### src/design/rmq_div.sv
// pipelined rounded divide num * 2^frac / (2q) with saturation, one quotient bit per stage
module rmq_div #(
  parameter int DW   = 16,
  parameter int QW   = 16,
  parameter int FRAC = 14
) (
  input  logic                 clk_i,
  input  logic signed [DW:0]   num_i,
  input  logic [QW-1:0]        q_i,
  output logic signed [DW-1:0] res_o
);

  localparam int NW = ((DW + 1 + FRAC) > QW ? (DW + 1 + FRAC) : QW) + 1;

  logic          neg;
  logic [DW:0]   mag;
  logic [NW-1:0] n_full;
  logic [NW-1:0] n_hi;
  logic [QW:0]   den;

  assign neg    = num_i[DW];
  assign mag    = neg ? (DW+1)'(0) - num_i : num_i;
  assign n_full = (NW'(mag) << FRAC) + NW'(q_i);
  assign n_hi   = n_full >> DW;
  assign den    = {q_i, 1'b0};

  logic [DW-1:0] nlow_q;
  logic [QW+1:0] r0_q;
  logic [QW:0]   den0_q;
  logic          ovf0_q;
  logic          neg0_q;

  always_ff @(posedge clk_i) begin
    nlow_q <= n_full[DW-1:0];
    r0_q   <= n_hi[QW+1:0];
    den0_q <= den;
    ovf0_q <= (n_hi >= NW'(den));
    neg0_q <= neg;
  end

  logic [DW-1:0] nb_q   [DW];
  logic [QW+1:0] r_q    [DW];
  logic [QW:0]   den_q  [DW];
  logic [DW-1:0] quot_q [DW];
  logic          ovf_q  [DW];
  logic          neg_q  [DW];

  for (genvar i = 0; i < DW; i++) begin : g_stage
    logic [DW-1:0] nb_in;
    logic [QW+1:0] r_in;
    logic [QW:0]   den_in;
    logic [DW-1:0] quot_in;
    logic          ovf_in;
    logic          neg_in;
    logic [QW+1:0] r_t;
    logic          ge;

    if (i == 0) begin : g_first
      assign nb_in   = nlow_q;
      assign r_in    = r0_q;
      assign den_in  = den0_q;
      assign quot_in = '0;
      assign ovf_in  = ovf0_q;
      assign neg_in  = neg0_q;
    end else begin : g_next
      assign nb_in   = nb_q[i-1];
      assign r_in    = r_q[i-1];
      assign den_in  = den_q[i-1];
      assign quot_in = quot_q[i-1];
      assign ovf_in  = ovf_q[i-1];
      assign neg_in  = neg_q[i-1];
    end

    assign r_t = {r_in[QW:0], nb_in[DW-1]};
    assign ge  = (r_t >= {1'b0, den_in});

    always_ff @(posedge clk_i) begin
      nb_q[i]   <= nb_in << 1;
      r_q[i]    <= ge ? (r_t - {1'b0, den_in}) : r_t;
      den_q[i]  <= den_in;
      quot_q[i] <= {quot_in[DW-2:0], ge};
      ovf_q[i]  <= ovf_in;
      neg_q[i]  <= neg_in;
    end
  end

  logic [DW-1:0] quot;
  logic          big;
  logic signed [DW-1:0] res_d;
  logic signed [DW-1:0] res_q;

  assign quot = quot_q[DW-1];

  always_comb begin
    big = 1'b0;
    if (neg_q[DW-1]) begin
      big   = ovf_q[DW-1] || (quot[DW-1] && (|quot[DW-2:0]));
      res_d = big ? {1'b1, {(DW-1){1'b0}}} : DW'(0) - quot;
    end else begin
      big   = ovf_q[DW-1] || quot[DW-1];
      res_d = big ? {1'b0, {(DW-1){1'b1}}} : quot;
    end
  end

  always_ff @(posedge clk_i) begin
    res_q <= res_d;
  end

  assign res_o = res_q;

endmodule

### config.mk
export PLATFORM = sky130hd
export DESIGN_NAME = rmq_div
export DESIGN_NICKNAME = d
export VERILOG_FILES = /design/src/design/rmq_div.sv
export SDC_FILE = /design/constraint.sdc
export NUM_CORES = 1
export LEC_CHECK = 0
export BUFFER_PORTS_ARGS = -buffer_cell sky130_fd_sc_hd__buf_2
export CAP_MARGIN = 5
export CORE_UTILIZATION = 40
export CTS_BUF_LIST = sky130_fd_sc_hd__clkbuf_2 sky130_fd_sc_hd__clkbuf_4 sky130_fd_sc_hd__clkbuf_8
export DETAILED_ROUTE_END_ITERATION = 6
export GPL_ROUTABILITY_DRIVEN = 0
export HOLD_SLACK_MARGIN = 0.03
export PLACE_DENSITY = 0.67
export SYNTH_ARGS = -nofsm -noshare
export SYNTH_HDL_FRONTEND = slang
export SYNTH_SLANG_ARGS = --single-unit
### constraint.sdc
create_clock -name clk_i -period 7.8 [get_ports clk_i]
set_clock_uncertainty 0.15 [all_clocks]
set_input_delay 0.39 -clock clk_i [delete_from_list [all_inputs] [get_ports clk_i]]
set_output_delay 0.39 -clock clk_i [all_outputs]
set_load 0.02 [all_outputs]
# After elaboration in Yosys (flattened, before gate mapping)
# Memories as Yosys holds them, arrays and structs flattened.
# Index checks and enable logic that the tools add are counted.
[op_classes]
n_addsub = 19
multipliers = 0
div = 0
n_lt_le_gt_ge = 17
n_eq_ne = 0
n_shift = 0
mux = 20
bitwise_logic = 0
reduce_logical = 4
[op_table]
columns = ["operator", "n"]
rows = [
  ["$mux 18", 16],
  ["$ge 18x17->1", 15],
  ["$sub 18x17->18", 15],
  ["$mux 16", 3],
  ["$add 31x16->32", 1],
  ["$sub 17x17->18", 1],
  ["$ge 16x17->1", 1],
  ["$ge 17x17->1", 1],
  ["$mux 17", 1],
  ["$sub 1x17->17 const A", 1],
  ["$sub 1x16->16 const A", 1],
  ["$reduce_or 15->1", 1],
  ["$logic_or 1x1->1", 2],
  ["$logic_and 1x1->1", 1],
]
[totals]
register_bits = 66
latchBits = 0
mem_bits_rw = 1088
rom_bits = 0
input_bits = 34
elab_cells = 72
n_memories = 6
[memory_table]
columns = ["name", "words", "word_bits", "read_ports", "rd_clocked_by_memory_dff", "write_ports", "line", "source"]
rows = [
  ["r_q", 16, 18, 15, 0, 16, "42", "logic [QW+1:0] r_q [DW];"],
  ["den_q", 16, 17, 15, 0, 16, "43", "logic [QW:0] den_q [DW];"],
  ["quot_q", 16, 16, 16, 0, 16, "44", "logic [DW-1:0] quot_q [DW];"],
  ["nb_q", 16, 15, 15, 0, 16, "41", "logic [DW-1:0] nb_q [DW];"],
  ["neg_q", 16, 1, 16, 0, 16, "46", "logic neg_q [DW];"],
  ["ovf_q", 16, 1, 16, 0, 16, "45", "logic ovf_q [DW];"],
]

# Logic depth before layout (Yosys ltp)
# An unclocked memory read counts as a cell.
[depth]
depth_word = 6
mapped_depth = 19
depth_no_buf = 19

# Least setup slack after synthesis
# No wires, ideal clock.
[synth_path]
path_type = "input to register"
startpoint = "input port num_i[16]"
endpoint = "register ovf0_q (netlist: g_stage[0].ovf_in)"
setup_ps = 121
t_arrival_ps = 3733
required_ps = 7529
slack_ps = 3796
stages = 17
path_buffers = 2
path_cell_list = "buf_4 clkbuf_1 o21ai_0 fa_1 or3b_2 or3_1 nor3_4 nand2_1 xnor2_1 ha_1 a21o_1 a21o_1 a21o_1 a21o_1 a21o_1 a21oi_1 o21ai_0"
[synth_lines]
columns = ["item", "line", "source"]
rows = [
  ["from (decl)", "8", "input logic signed [DW:0] num_i,"],
  ["$mux 17", "22", "assign mag = neg ? (DW+1)'(0) - num_i : num_i;"],
  ["$add 31x16->32", "23", "assign n_full = (NW'(mag) << FRAC) + NW'(q_i);"],
  ["net n_full[26]", "17", "logic [NW-1:0] n_full;"],
  ["$ge 16x17->1", "37", "ovf0_q <= (n_hi >= NW'(den));"],
  ["to (signal assigned)", "37", ""],
  ["to (decl)", "30", "logic ovf0_q;"],
]
# The timed path passes the listed nets, and every way through them passes these cells.

# Worst setup path in the final report
[layout_path]
startpoint = "input port num_i[0]"
endpoint = "register ovf0_q (netlist: g_stage[0].ovf_in)"
[layout_between]
elab_chain_len = 4
[layout_lines]
columns = ["item", "line"]
rows = [
  ["$sub 1x17->17", "22"],
  ["$mux 17 (*)", "22"],
  ["$add 31x16->32 (*)", "23"],
  ["net n_full[27]", "17"],
  ["$ge 16x17->1 (*)", "37"],
]
# Mark *: on every way through the listed nets, which the timed path passes. The rest lies on a longest branch.

==> qor.csv <==
stage,metric,value,unit
logic_synthesis,ys_types,90,
logic_synthesis,yosys_warnings,0,
logic_synthesis,ys.flop_type,dfxtp_1,
cts,clock_path_buffers,3,
grt,grt_antenna_before_repair,2,
placement,dpl.hpwl,49.4,mm
cts,root_buffer,clkbuf_8,
sta,period_share,54.6,%
sta,finalHoldViolations,0,
drt,wl,64.5,mm
cells_and_area,drive_above_1_share,12.2,%
critical_path,cp_max_fo,4,
cts,insertion_delay,0.72,ns
min_path,hp-start,num_i[8],
grt,grt_pass1_wl,106,mm
cells_and_area,area_growth,12.7,%
drt,vias_per_cell,4.99,
sta,slew_headroom,16.1,%
critical_path,endpoint_kind,flop,
min_path,hold_depth,4,
logic_synthesis,avgSynthCellArea,9.75,µm²
critical_path,cp-endpoint,g_stage[0].ovf_in,
drt,wl_per_cell,14.4,µm
cells_and_area,post_layout_nonfiller_instances,4468,
sta,tns,0,ns
critical_path,r2r_start,den_q[1][26],
logic_synthesis,ys_async_sr_fraction,0,%
critical_path,setup.worst_path.class,in2reg,
logic_synthesis,synth_edf_count,0,
die,die_x,282,µm
power,peakVddDrop,0.211,mV
power,power.density,438,nW/µm²
cells_and_area,nFillCells,7416,
die,start_util,40.4,%
grt,grt_max_degree,34,
sta,fmax,0.235,GHz
critical_path,rr_worst_depth,8,
cts,htree_levels,3,
grt,grt_usage,16.4,%
critical_path,worstPathArrival,4.70,ns
die,die-height,282,µm
drt,drc,0,
cts,cts_tree,yes,
critical_path,cp-startpoint,num_i[0],
logic_synthesis,syn_inst,3208,
sta,grt_setup_unrepaired,false,
drt,via_count,22300,
grt,grt_pass1_vias,21400,
critical_path,rrSetupSlack,4.37,ns
flow_run,cap_violations,0,
placement,dp.cells,4247,
drt,dr.pass1.iters,5,
cts,clock_sinks,703,
logic_synthesis,yosysSeqAreaShare,45.0,%
sta,post-route-min-period,4.26,ns
drt,drtIter0Drc,1119,
critical_path,reg2reg_to,r_q[1][47],
sta,drv_slew,0,
placement,io_buffers,49,
logic_synthesis,ys_seq_elements,703,
logic_synthesis,netlist_area,31300,µm²
cts,cts_made_buffers,107,
cts,post_cts_resized,0,
sta,worst_pin_slew,1.26,ns
min_path,hold_class,in2reg,
sta,setup_viol,0,
power,leakagePower,15.9,nW
grt,overflow,0,
die,core.rowCount,102,
cts,path_clk_slew,0.06,ns
critical_path,critical_path_required,8.24,ns
cells_and_area,nNetsFinal,3674,
drt,ant_nets,0,
die,fp.coreArea,77500,µm²
die,io_pins,50,
critical_path,worstSetupStartpointType,primary input,
die,dieArea,79300,µm²
run_status,status,finished clean,
sta,hold_slack,0.126,ns
## sequential cells by signal, indices dropped and copies added, names as in the netlist
name	count
r_q	255
quot_q	136
nb_q	118
den_q	110
g_stage.nb_in	16
g_stage.r_in	16
neg_q	16
ovf_q	16
res_o	16
den0_q	2
g_stage.neg_in	1
g_stage.ovf_in	1
## area by class of cell
| class | count | area [µm²] | share of cell area [%] |
|---|---|---|---|
| diodes | 1 | 2.50 | 0.00710 |
| well taps | 1040 | 1300 | 3.69 |
| multi-input cells | 2083 | 15600 | 44.2 |
| clock buffers | 159 | 2040 | 5.80 |
| clock inverters | 27 | 251 | 0.713 |
| inverters | 366 | 1370 | 3.90 |
| repair buffers | 89 | 631 | 1.79 |
| flip-flops and latches | 703 | 14100 | 39.9 |
## stage by stage
| stage | area [µm²] | setup slack [ns] | power, mW | utilization (%) |
|---|---|---|---|---|
| 6_report | 35300 | 3.54 | 15.5 | 45.5 |
| 5_1_grt | 35300 | 3.27 | 16.7 | 45.5 |
| 4_1_cts | 35300 | 3.61 | 15.6 | 45.5 |
| 3_5_place_dp | 32600 | 3.37 | 12.3 | 42.1 |
| 3_3_place_gp | 32600 | 3.41 | 12.2 | 42.1 |
| 2_1_floorplan | 31300 | 3.80 | 10.8 | - |
## per-layer routing
metal	vias up	track usage, %	part of all wire [%]
li1	11500	-	-
met1	10300	21.5	48
met2	411	26.5	45
met3	119	3.04	4.1
met4	0	6.45	3.0
met5	-	0	0
## cells by family (layout without fill, tap and decap cells)
| group | Yosys count | count (layout) | synth area share (%) |
|---|---|---|---|
| buffers and inverters | 423 | 641 | 5.23 |
| AOI/OAI and AO/OA | 744 | 744 | 15.6 |
| DFF | 703 | 703 | 45.0 |
| muxes | 166 | 166 | 5.85 |
| adders and majority gates | 290 | 290 | 12.0 |
| xor gates and xnor gates | 186 | 186 | 5.21 |
| other | 1 | 3 | 0.0120 |
| and+or+nand+nor | 695 | 695 | 11.1 |
## Yosys cell counts (9+ instances only)
| master | number | area share [%] |
|---|---|---|
| dfxtp_1 | 703 | 45 |
| inv_1 | 365 | 4.4 |
| ha_1 | 274 | 11 |
| nand2_1 | 218 | 2.6 |
| o21ai_0 | 215 | 3.4 |
| a21oi_1 | 155 | 2.5 |
| nor2_1 | 151 | 1.8 |
| mux2_2 | 124 | 4.5 |
| xnor2_1 | 98 | 2.7 |
| xor2_1 | 88 | 2.5 |
| a21o_1 | 60 | 1.4 |
| nor3_1 | 53 | 0.85 |
| nand4_1 | 45 | 0.90 |
| a211oi_1 | 42 | 1.0 |
| clkbuf_1 | 39 | 0.47 |
| nand3_1 | 39 | 0.62 |
| o21a_1 | 39 | 0.94 |
| nand2b_1 | 37 | 0.74 |
| nor2b_1 | 36 | 0.72 |
| mux2i_1 | 30 | 0.96 |
| a31oi_1 | 27 | 0.54 |
| o211ai_1 | 23 | 0.55 |
| or3_1 | 23 | 0.46 |
| o31ai_1 | 20 | 0.48 |
| o311ai_0 | 17 | 0.48 |
| fa_1 | 16 | 1.0 |
| mux2_1 | 12 | 0.43 |
| nor3b_1 | 12 | 0.29 |
| buf_2 | 11 | 0.18 |
| o2111ai_1 | 11 | 0.31 |
| o41ai_1 | 11 | 0.31 |
| a21boi_0 | 10 | 0.24 |
| a311oi_1 | 10 | 0.28 |
| or2_2 | 10 | 0.20 |
| and2_1 | 9 | 0.18 |
| and3_1 | 9 | 0.18 |
| o21bai_1 | 9 | 0.22 |
## cell usage in the layout (no fill, tap or decap), types with 98 or more instances in the layout
cell type    n
mux2_2     124
o21ai_0    215
nor2_1     151
nand2_1    218
a21oi_1    154
xnor2_1     98
inv_1      365
clkbuf_8   136
ha_1       274
dfxtp_1    703
## critical path, cell delays in order
cell,delay (ns)
dlygate4sd3_1,0.52
buf_2,0.13
inv_1,0.05
ha_1,0.28
nand2_1,0.05
o21ai_0,0.15
ha_1,0.32
a21oi_1,0.05
or2_2,0.30
nor4_1,0.57
nor3b_4,0.39
nand3_1,0.13
xnor2_1,0.22
ha_1,0.28
a21o_1,0.16
a21o_1,0.17
a21o_1,0.17
a21o_1,0.17
a21oi_1,0.12
o21ai_0,0.07
## power by group
group	switching [mW]	total, mW	leakage, nW	internal, mW
logic	3.74	6.92	8.74	3.18
clock network	1.40	3.18	1.21	1.78
registers	0.603	5.36	5.92	4.76
## repair_timing
action,4_1_cts,5_1_grt
hold buffers,34,0
buffers inserted,0,0
hold endpoints to repair,34,0
## how the worst min path moves through the flow
| stage | to | slack [ns] |
|---|---|---|
| after global placement | quot_q[3][1] | 0.16 |
| after floorplan | nb_q[0][14] | 0.16 |
| after global routing | g_stage[0].nb_in[9] | 0.12 |
| after CTS | g_stage[0].r_in[8] | 0.07 |
| final | g_stage[0].r_in[8] | 0.13 |
| after detailed placement | neg_q[2][2] | 0.16 |
No activity file was read; power rests on OpenSTA's default activity.
