File: config.mk
export PLATFORM = sky130hd
export DESIGN_NAME = rmq_sqrt
export DESIGN_NICKNAME = d
export VERILOG_FILES = /design/src/design/rmq_sqrt.sv
export SDC_FILE = /design/constraint.sdc
export NUM_CORES = 1
export LEC_CHECK = 0
export BUFFER_PORTS_ARGS = -buffer_cell sky130_fd_sc_hd__buf_2
export CORE_ASPECT_RATIO = 1.1
export CORE_MARGIN = 1.5
export CORE_UTILIZATION = 45
export DETAILED_ROUTE_END_ITERATION = 16
export GPL_TIMING_DRIVEN = 0
export PLACE_DENSITY_LB_ADDON = 0.25
export SLEW_MARGIN = 25
export SYNTH_ARGS = -nofsm -noshare
export SYNTH_HDL_FRONTEND = slang
export SYNTH_SLANG_ARGS = --single-unit
File: constraint.sdc
create_clock -name clk_i -period 7.7 [get_ports clk_i]
set_clock_uncertainty 0.15 [all_clocks]
set_input_delay 0.77 -clock clk_i [delete_from_list [all_inputs] [get_ports clk_i]]
set_output_delay 0.77 -clock clk_i [all_outputs]
set_load 0.02 [all_outputs]
File: src/design/rmq_sqrt.sv
// pipelined integer square root, one root bit per stage
module rmq_sqrt #(
  parameter int QW = 16
) (
  input  logic              clk_i,
  input  logic [2*QW-1:0]   rad_i,
  output logic [QW-1:0]     root_o
);

  logic [2*QW-1:0] rad_q  [QW];
  logic [QW+1:0]   rem_q  [QW];
  logic [QW-1:0]   root_q [QW];

  for (genvar i = 0; i < QW; i++) begin : g_stage
    logic [2*QW-1:0] rad_in;
    logic [QW+1:0]   rem_in;
    logic [QW-1:0]   root_in;
    logic [QW+1:0]   rem_t;
    logic [QW+1:0]   trial;
    logic            ge;

    if (i == 0) begin : g_first
      assign rad_in  = rad_i;
      assign rem_in  = '0;
      assign root_in = '0;
    end else begin : g_next
      assign rad_in  = rad_q[i-1];
      assign rem_in  = rem_q[i-1];
      assign root_in = root_q[i-1];
    end

    assign rem_t = {rem_in[QW-1:0], rad_in[2*QW-1:2*QW-2]};
    assign trial = {root_in, 2'b01};
    assign ge    = (rem_t >= trial);

    always_ff @(posedge clk_i) begin
      rad_q[i]  <= rad_in << 2;
      rem_q[i]  <= ge ? (rem_t - trial) : rem_t;
      root_q[i] <= {root_in[QW-2:0], ge};
    end
  end

  assign root_o = root_q[QW-1];

endmodule

* Word-level counts from Yosys, hierarchy flattened
Memory sizes are Yosys's and may differ from the RTL's.
Index checks and enable logic that the tools add are counted.
** Word-level totals
- RAM bits :: 1024
- Memories :: 3
- Register bits after elaboration :: 0
- Latch bits :: 0
- Logic and storage cells :: 51
- Output and inout port bits :: 16
- Bits in read-only memories :: 0
** Memory list
- rad_q :: words 16, width 30, read ports 15, clocked after memory_dff 0, wr ports 16, line 10 : logic [2*QW-1:0] rad_q [QW];
- rem_q :: words 16, width 18, read ports 15, clocked after memory_dff 0, wr ports 16, line 11 : logic [QW+1:0] rem_q [QW];
- root_q :: words 16, width 16, read ports 16, clocked after memory_dff 0, wr ports 16, line 12 : logic [QW-1:0] root_q [QW];
** Operators by class
- Multipliers :: 0
- Shift operators :: 0
- Add/subtract/negate cells :: 16
- Bitwise logic cells :: 0
- Eq/ne operators :: 0
- $lt $le $gt $ge :: 16
- Divide/modulo/power cells :: 0
- Reduce and logical (&&, ||, !) cells :: 0
- Multiplexer cells :: 16
** Operators by type and width (number)
- two-way mux 18 bit :: 16
- >= comparator 18 bit :: 15
- subtractor 18 bit :: 15
- subtractor 2 x 1 -> 3 bit, second input constant :: 1
- >= comparator 2 x 1 -> 1 bit, second input constant :: 1

* Logic depth before layout (Yosys ltp)
Gate-level depths: netlist of run 1.
An unclocked memory read counts as a cell.
- Depth in word-level cells :: 3
- Depth in mapped cells :: 12
- Depth with buffers taken out :: 10

* Worst setup path before layout of run 1
No wires, ideal clock.
- Path type :: register to register
- Start :: mem root_q[8][3] (netlist: root_q[1][3])
- End :: mem rem_q[1][27] (netlist name)
- Arrival :: 2354 ps
- Path buffers :: 2
- Stages on the path, launching flop included :: 11
- Clock period less this slack :: 2625 ps
- Required time :: 7429 ps
- Path slack :: 5075 ps
- Path through :: dfxtp_1 inv_1 ha_1 a211oi_2 nor2_1 or3_1 o21ba_1 or3b_1 buf_2 buf_6 mux2_4
** RTL lines (line)
- start, declared :: 12
- end, declared :: 11

==> results.cfg, run 1 <==
[status]
outcome = completed

[timing]
max_clock_freq_mhz = 306
finalHoldViolations = 0
relSlewSlack_pct = 42.9
finalCritPeriodShare_pct = 42.4
min_period_ns = 3.27
slew_violations = 0
tightest_slew_ns = 0.846
rsz0062_at_grt = no
hold_ws_ns = 0.0813
finalSetupViolCount = 0
tns_ns = 0

[synth]
synth_seq_area_share_pct = 56.0
synth_cells = 2004
yosys.area.top_type = dfxtp_1
ys_seq_elements = 600
syn_avg_cell_area_um2 = 10.7
async_flop_share_pct = 0
yosysWarningCount = 0
synth_area_um2 = 21400
synth_top_cell_area_share_pct = 56.0
synthFlopType = dfxtp_1
synth_xor_area_share_pct = 6.25
yosys.area_share.simple_pct = 11.1
ys_types = 76
synth_compound_area_share_pct = 11.0
syn-num-nets = 2189
synth.area.mux_share_pct = 3.08
synthAdderAreaFrac_pct = 8.87
synth-edff-count = 0
synthTopCellsByArea = dfxtp_1 56%, ha_1 8.9%, xnor2_1 3.9%
synth_top_family_by_area = simple AND/OR/NAND/NOR gates

[die]
die_y_um = 232
die_w_um = 211
start_util_pct = 45.8
rows = 83
coreArea_um2 = 46800
fp.dieArea_um2 = 49000
io_pins = 49

[drt]
first_iter_violations = 520
routedWlPerCell_um = 13.6
drc = 0
ant_nets = 0
drt_first_pass_iters = 7
routed_wl_um = 38000
via_count = 13700
vias_per_cell = 4.91

[clock_network]
cts_buffers = 57
path_clk_slew_ns = 0.06
post-cts-setup-buffers = 0
cts_resized = 0
cts_tree = yes
htree_levels = 2
cts_buffer_depth = 3
holdBufCountCts = 0
clock_latency_ns = 0.64
cts_root_buffer = clkbuf_16
numClockSinks = 600

[cells_and_area]
area_growth_pct = 14.2
nFillCells = 4164
final_common_cell = dfxtp_1
final_nets = 2296
final_cell_mix = 600 x dfxtp_1, 182 x inv_1, 152 x ha_1
fin_area_um2 = 24500
n_antenna_cell = 0
layout-drive-gt1-share_pct = 11.0
fin_cells = 2796

[worst_hold_path]
whs_endpoint = rad_q[0][2]
whs_path_depth = 1
hold_path.class = input port to flop
worstHoldStart = rad_i[2]

[flow_run]
max_cap_violations = 0

[grt]
antenna_found_initial = 0
track_usage_pct = 15.9
grt_max_degree = 19
grt_pass1_vias = 13600
grt_pass1_wl_um = 63600
grt_overflow = 0

[worst_setup_path]
worstPathArrival_ns = 3.60
r2r_slack_ns = 4.43
cp.required_ns = 8.03
path_max_fanout = 10
reg2reg_from = root_q[1][25]
worstRegToRegCells = 11
worst-setup-path-type = flop to flop
startpoint_type = flop
r2r_end = rem_q[1][47]
crit_path_end_kind = flop

[placement]
placed_cell_area_um2 = 22500
dp.final_hpwl_um = 28500
place_inst = 2689
place_congestion = 0.927
io_buffers = 48

[pwr]
ir_drop_v = 0.000211
power_density_nw_per_um2 = 366
p_leak_uw = 0.0116
==> synthesized netlist by cell type (all sizes together) (14+ instances only) <==
library cell  count
nor3             51
nand2b           23
nand2            83
o21a             36
a21o             34
inv             182
xor2             58
a211oi           14
o31ai            17
a21oi           108
o21ai            77
nand3            33
nor4             21
dfxtp           600
nor2            135
nor2b            19
ha              152
or3              22
xnor2            95
buf              15
and2             15
mux2             53
nand4            18
==> layout make-up <==
cell class / count / area [µm²] / share of cell area, %
well taps: 637 / 797 / 3.25
inverters: 183 / 687 / 2.80
flip-flops and latches: 600 / 12000 / 49.0
repair buffers: 48 / 240 / 0.980
multi-input cells: 1201 / 8640 / 35.3
plain buffers: 20 / 109 / 0.444
clock buffers: 79 / 1600 / 6.53
clock inverters: 28 / 417 / 1.70
==> per-stage QoR <==
stage	setup WS [ns]	total power (µW)	utilization [%]
floorplan	5.07	5630	-
global placement	4.35	6080	48.0
detailed placement	4.41	6120	48.0
CTS	4.43	9070	52.3
global route	4.21	9500	52.3
finish	4.43	8960	52.3
==> worst max-delay path: stages (launching register included) <==
cell	delay, ns
dfxtp_1	0.39
inv_1	0.06
ha_1	0.38
a2111o_1	0.43
nor2_1	0.17
nor4b_1	0.49
o311ai_0	0.24
a2bb2oi_1	0.20
buf_2	0.24
buf_2	0.22
nor2_1	0.12
a41oi_1	0.06
==> how the worst max path moves through the flow <==
stage                   from      endpoint  slack (ns)  depth (start not counted)
4_1_cts        root_q[1][25]  rem_q[1][47]        4.43                         11
3_3_place_gp   root_q[1][25]  rem_q[1][47]        4.35                         11
3_5_place_dp   root_q[1][25]  rem_q[1][47]        4.41                         11
6_report       root_q[1][25]  rem_q[1][47]        4.43                         11
2_1_floorplan   root_q[1][3]  rem_q[1][27]        5.07                         10
5_1_grt        root_q[1][25]  rem_q[1][47]        4.21                         11
==> kinds of logic (layout without fill, tap and decap cells) <==
family,count (synthesis),after routing
other cells,1,1
xor+xnor,153,153
compound gates,364,364
simple gates,472,472
flops,600,600
buf+inv,203,358
mux,59,59
fa+ha+maj,152,152
==> state kept, by name, summed over array words and instances (netlist names) <==
| signal | flops |
|---|---|
| rad_q | 240 |
| rem_q | 224 |
| root_q | 136 |
==> metal layers <==
layer  GRT usage, %  routed length, µm  up-vias
met4           6.29               1050        0
met5              0                  0        -
met2           26.8              17500      221
li1               -                  -     7089
met3           2.56               1520       72
met1           20.2              17900     6346
==> where the power goes <==
group | internal (µW) | switching (µW)
clock network | 1710 | 1180
registers | 3700 | 353
logic | 986 | 1030
No activity file was read; power rests on OpenSTA's default activity.
==> run 2, diff against run 1 <==
- ABC_AREA: unset -> 1
- clock period: 7.7 -> 2.7 ns (I/O delays scaled with it)
==> run 2 against run 1 <==
Global-route usage increased by 2.8 points. Synthesized cell count increased by 64%. Critical path depth increased by 2. Flip-flop and latch count unchanged. Core utilization decreased by 0.077 points. Combinational power increased to 4.1 times the previous value. Hold slack improved by 0.012 ns. First-iteration DRC count increased by 120%. Maximum frequency increased by 44%. Clock power increased to 3.0 times the previous value.
==> results.cfg, run 2 <==
[drt]
wl_met2_um = 25400
first_iter_violations = 1129
drc = 0
route.layer.met1.wl_um = 23600
ant_nets = 0
routedWlPerCell_um = 12.6
dr.max_layer_used = met4
drt_first_pass_iters = 7
met3_length_um = 2300
vias_per_cell = 4.62
routed_wl_um = 52900
via_count = 19500

[synth]
synthFlopType = dfxtp_1
ys_seq_elements = 600
synth_xor_area_share_pct = 2.96
yosysWarningCount = 0
synth_seq_area_share_pct = 47.8
syn_avg_cell_area_um2 = 7.65
synth_top_cell_area_share_pct = 47.8
yosys.area_share.simple_pct = 27.4
synth_cells = 3285
synthAdderAreaFrac_pct = 7.56
synthTopCellsByArea = dfxtp_1 48%, nand2_1 15%, inv_1 8.7%
synth-edff-count = 0
synth_area_um2 = 25100
synth.area.mux_share_pct = 0
yosys.area.top_type = dfxtp_1
async_flop_share_pct = 0
synth.most_common_cell = nand2_1
syn-num-nets = 3470
yosys-top-cells-count = 1008 x nand2_1, 600 x dfxtp_1, 582 x inv_1, 222 x nand3_1, 214 x nor2_1
synth_compound_area_share_pct = 4.62
ys_types = 44
synth_top_family_by_area = simple AND/OR/NAND/NOR gates

[worst_setup_path]
startpoint_type = flop
worst-setup-path-type = flop to flop
cp.required_ns = 3.09
path_max_fanout = 10
worstPathArrival_ns = 2.66
crit_path_end_kind = flop

[pwr]
power_frac_seq_pct = 40.9
p_leak_uw = 0.0155
power_density_nw_per_um2 = 998
pwr-share-clk_pct = 30.3
power_report.internal_total_uw = 18800
power_switching_uw = 9940
combPwrFrac_pct = 28.8
switching_share_pct = 34.6
ir_drop_v = 0.000628

[timing]
min_period_ns = 2.27
finalSetupViolCount = 0
rsz0062_at_grt = no
tightest_slew_ns = 0.572
relSlewSlack_pct = 61.8
finalCritPeriodShare_pct = 84.1
slew_violations = 0
finalHoldViolations = 0
max_clock_freq_mhz = 440
tns_ns = 0
hold_ws_ns = 0.0938

[clock_network]
cts_root_buffer = clkbuf_16
htree_levels = 2
clock_latency_ns = 0.66
cts_buffer_depth = 3
cts_tree = yes
post-cts-setup-buffers = 0
numClockSinks = 600
cts_buffers = 59
cts_resized = 0
holdBufCountCts = 33
path_clk_slew_ns = 0.06

[grt]
grt_pass1_vias = 18600
grt_pass1_wl_um = 87700
track_usage_pct = 18.7
grt_max_degree = 20
antenna_found_initial = 0
grt_overflow = 0

[placement]
io_buffers = 48
dp.final_hpwl_um = 41300
place_congestion = 0.919

[die]
start_util_pct = 45.7
io_pins = 49
die_y_um = 251
coreArea_um2 = 55100
rows = 90
fp.dieArea_um2 = 57300
die_w_um = 228

[flow_run]
max_cap_violations = 0

[cells_and_area]
reg_top3 = rad_q x240, rem_q x224, root_q x136
n_antenna_cell = 0
final_common_cell = nand2_1
nFillCells = 5246
regMostFlops = rad_q
largest_reg_flops = 240
final_nets = 3612
layout-drive-gt1-share_pct = 7.31
final_cell_mix = 1008 x nand2_1, 600 x dfxtp_1, 582 x inv_1
area_growth_pct = 14.4

[status]
outcome = completed

[worst_hold_path]
hold_path.class = input port to flop
## run 2: path summary, 6_finish.rpt
| check | from | endpoint | slack (ns) | depth (start not counted) |
|---|---|---|---|---|
| setup / recovery | root_q[1][72] | rem_q[1][102] | 0.43 | 13 |
| hold / removal | rad_i[0] | rad_q[0][0] | 0.09 | 2 |
| setup reg to reg | root_q[1][72] | rem_q[1][102] | 0.43 | 13 |
| hold reg to reg | rad_q[0][76] | rad_q[0][108] | 0.15 | 0 |
## run 2: per-stage QoR
| step | util, % | power, µW | setup slack [ns] | area [µm²] | std cells |
|---|---|---|---|---|---|
| 6_report | 52.2 | 28700 | 0.429 | 28800 | 4211 |
| 5_1_grt | 52.2 | 30800 | 0.260 | 28800 | 4211 |
| 4_1_cts | 52.2 | 29000 | 0.427 | 28800 | 4211 |
| 3_5_place_dp | 47.8 | 20100 | 0.465 | 26300 | 4069 |
| 3_3_place_gp | 47.8 | 20100 | 0.476 | 26300 | 4069 |
| 2_1_floorplan | - | 17900 | 0.877 | 25100 | 3285 |
## run 2: metal layers
| layer | global-route usage (%) | vias to the layer above |
|---|---|---|
| met4 | 6.53 | 0 |
| met3 | 2.55 | 106 |
| met2 | 33.6 | 372 |
| met5 | 0 | - |
| li1 | - | 10400 |
| met1 | 22.7 | 8567 |
## run 2: power by group through the flow
stage | registers, µW | logic, µW | clock network, µW
after global routing | 11900 | 9530 | 9310
after global placement | 11900 | 8120 | 0
after detailed placement | 12000 | 8180 | 0
after CTS | 11800 | 8290 | 8910
final | 11700 | 8270 | 8690
after floorplan | 11500 | 6390 | 0
## run 2: cells by family (layout without fill, tap and decap cells)
group / after synthesis / count (layout)
flops: 600 / 600
simple gates: 1620 / 1620
fa+ha+maj: 152 / 152
buf+inv: 617 / 807
compound gates: 210 / 210
other cells: 1 / 1
xor+xnor: 85 / 85
## run 2: layout make-up
| cell class | instances | area (µm²) | share of cell area [%] |
|---|---|---|---|
| Multi-Input combinational cell | 2068 | 10700 | 37.2 |
| Buffer | 24 | 208 | 0.722 |
| Inverter | 593 | 2230 | 7.74 |
| Clock inverter | 35 | 518 | 1.80 |
| Timing Repair Buffer | 81 | 571 | 1.98 |
| Tap cell | 736 | 921 | 3.20 |
| Clock buffer | 74 | 1610 | 5.61 |
| Sequential cell | 600 | 12000 | 41.8 |
## run 2: critical path, stage by stage, from the launching register on
cell and delay [ns]:
dfxtp_1 0.35, inv_1 0.06, ha_1 0.34, nand2_1 0.13
inv_1 0.05, nand2_1 0.13, nor2_1 0.06, nand3_1 0.11
nand2_1 0.10, nor2_4 0.25, nand2_4 0.15, buf_6 0.18
nand2_1 0.06, nand2_1 0.05
==> run 3, diff against run 2 <==
- ABC_AREA: 1 -> 0
- clock period: 2.7 -> 1.9 ns (I/O delays scaled with it)
==> run 3 against run 2 <==
The run now ends with setup timing left. Sequential power rose by 46%. Global-route usage rose by 0.12 points. Die area fell by 15%. Critical path depth fell by 2. Final area rose by 4.8%. Flip-flop and latch count did not move. Routed wire length fell by 10%. Largest cell class unchanged.
==> results.cfg, run 3 (synthesis results as in run 1) <==
[timing]
min_period_ns = 2.60
rsz0062_at_grt = yes
hold_ws_ns = 0.0338
relSlewSlack_pct = 66.3
max_clock_freq_mhz = 384
finalCritPeriodShare_pct = 137
finalSetupViolCount = 215
finalHoldViolations = 0
tightest_slew_ns = 0.501
fin_ws_ns = -0.703
slew_violations = 0

[flow_run]
max_cap_violations = 0

[cells_and_area]
area_growth_pct = 40.6
reg_top3 = rad_q x240, rem_q x224, root_q x136
final_cell_mix = 502 x dfxtp_1, 157 x buf_4, 147 x inv_1
final_nets = 2542
regMostFlops = rad_q
n_antenna_cell = 0
final_common_cell = dfxtp_1
fin_cells = 3036
largest_reg_flops = 240
final_util_pct = 64.4
layout-drive-gt1-share_pct = 41.5

[placement]
post-place-ws_ns = -1.04
place_inst = 2689
dp.final_hpwl_um = 29700
place_congestion = 0.930
io_buffers = 48

[drt]
via_count = 15200
first_iter_violations = 493
routed_wl_um = 47500
ant_nets = 0
vias_per_cell = 5.01
drc = 0
drt_first_pass_iters = 7
routedWlPerCell_um = 15.6

[die]
die_y_um = 232
die_w_um = 211
rows = 83
coreArea_um2 = 46800
start_util_pct = 45.8
io_pins = 49
fp.dieArea_um2 = 49000

[worst_hold_path]
hold_path.class = input port to flop

[worst_setup_path]
path_cells = inv_1 > ha_4 > a21o_1 > a31oi_2 > buf_4 > a21oi_4 > and2_4 > o211ai_1 > a31oi_4 > buf_8 > mux2_4
crit_path_end_kind = flop
cp.required_ns = 2.27
max_stage_delay_ns = 0.34
path_max_fanout = 7
cpLargestDelayFamily = compound AO/OA/AOI/OAI gates
startpoint_type = flop
critPathBufInv = 3
worst-setup-path-type = flop to flop
slowest_stage = dfxtp_1
worstPathArrival_ns = 2.97

[grt]
track_usage_pct = 18.8
antenna_found_initial = 1
grt_max_degree = 18
grt_pass1_wl_um = 74800
grt_overflow = 0
grt_pass1_vias = 15500

[status]
outcome = finished, violations left
violations = setup timing

[pwr]
power_switching_uw = 12800
ir_drop_v = 0.000883
combPwrFrac_pct = 31.7
p_leak_uw = 0.0134
power_report.internal_total_uw = 28400
switching_share_pct = 31.1
power_frac_seq_pct = 41.6
pwr-share-clk_pct = 26.7
power_density_nw_per_um2 = 1370

[clock_network]
clock_latency_ns = 0.63
cts_buffer_depth = 3
numClockSinks = 600
htree_levels = 2
cts_root_buffer = clkbuf_16
cts_tree = yes
cts_buffers = 57
path_clk_slew_ns = 0.06
[run 3: worst paths after layout]
path / from / to / slack (ns) / depth (start not counted)
hold / removal: rad_i[28] / rad_q[0][28] / 0.03 / 2
hold reg to reg: rad_q[0][235] / rad_q[1][27] / 0.16 / 0
setup / recovery: root_q[1][85] / rem_q[1][120] / -0.70 / 11
setup reg to reg: root_q[1][85] / rem_q[1][120] / -0.70 / 11
[run 3: repair_timing]
action                                  4_1_cts  5_1_grt
hold buffers                                 33        0
cloned                                       12        0
pin swaps                                   126      114
hold endpoints to repair                     33        0
setup buffers                               147       65
resized for setup                           429      243
endpoints found under the setup margin      229      228
[run 3: per-layer routing]
metal / up-vias / global-route usage [%] / part of all wire, %
li1: 7575 / - / -
met1: 7248 / 22.8 / 43
met2: 274 / 33.1 / 50
met3: 112 / 2.79 / 3.6
met4: 0 / 7.66 / 3.4
met5: - / 0 / 0
[run 3: area by class of cell]
type,count,area [µm²]
timing repair buffer,297,2550
fill,3513,16700
clock inverter,22,214
inverter,183,704
clock buffer,79,1660
multi-input combinational,1201,11800
tap,637,797
buffer,17,260
sequential,600,12100
[run 3: power by group through the flow]
stage / sequential, µW / clock, µW / combinational, µW
final: 17100 / 11000 / 13100
after global routing: 17400 / 11800 / 14200
after CTS: 16900 / 11300 / 11500
after detailed placement: 16900 / 0 / 8820
after global placement: 16800 / 0 / 8640
after floorplan: 16400 / 0 / 7210
[run 3: through the flow]
stage,instance area [µm²],power [µW],setup TNS (ns)
after floorplan,22300,23600,-49.45
after global placement,23300,25400,-111.75
after detailed placement,23300,25700,-115.70
after CTS,28800,39800,-83.10
after global routing,30200,43300,-107.57
final,30200,41200,-90.99
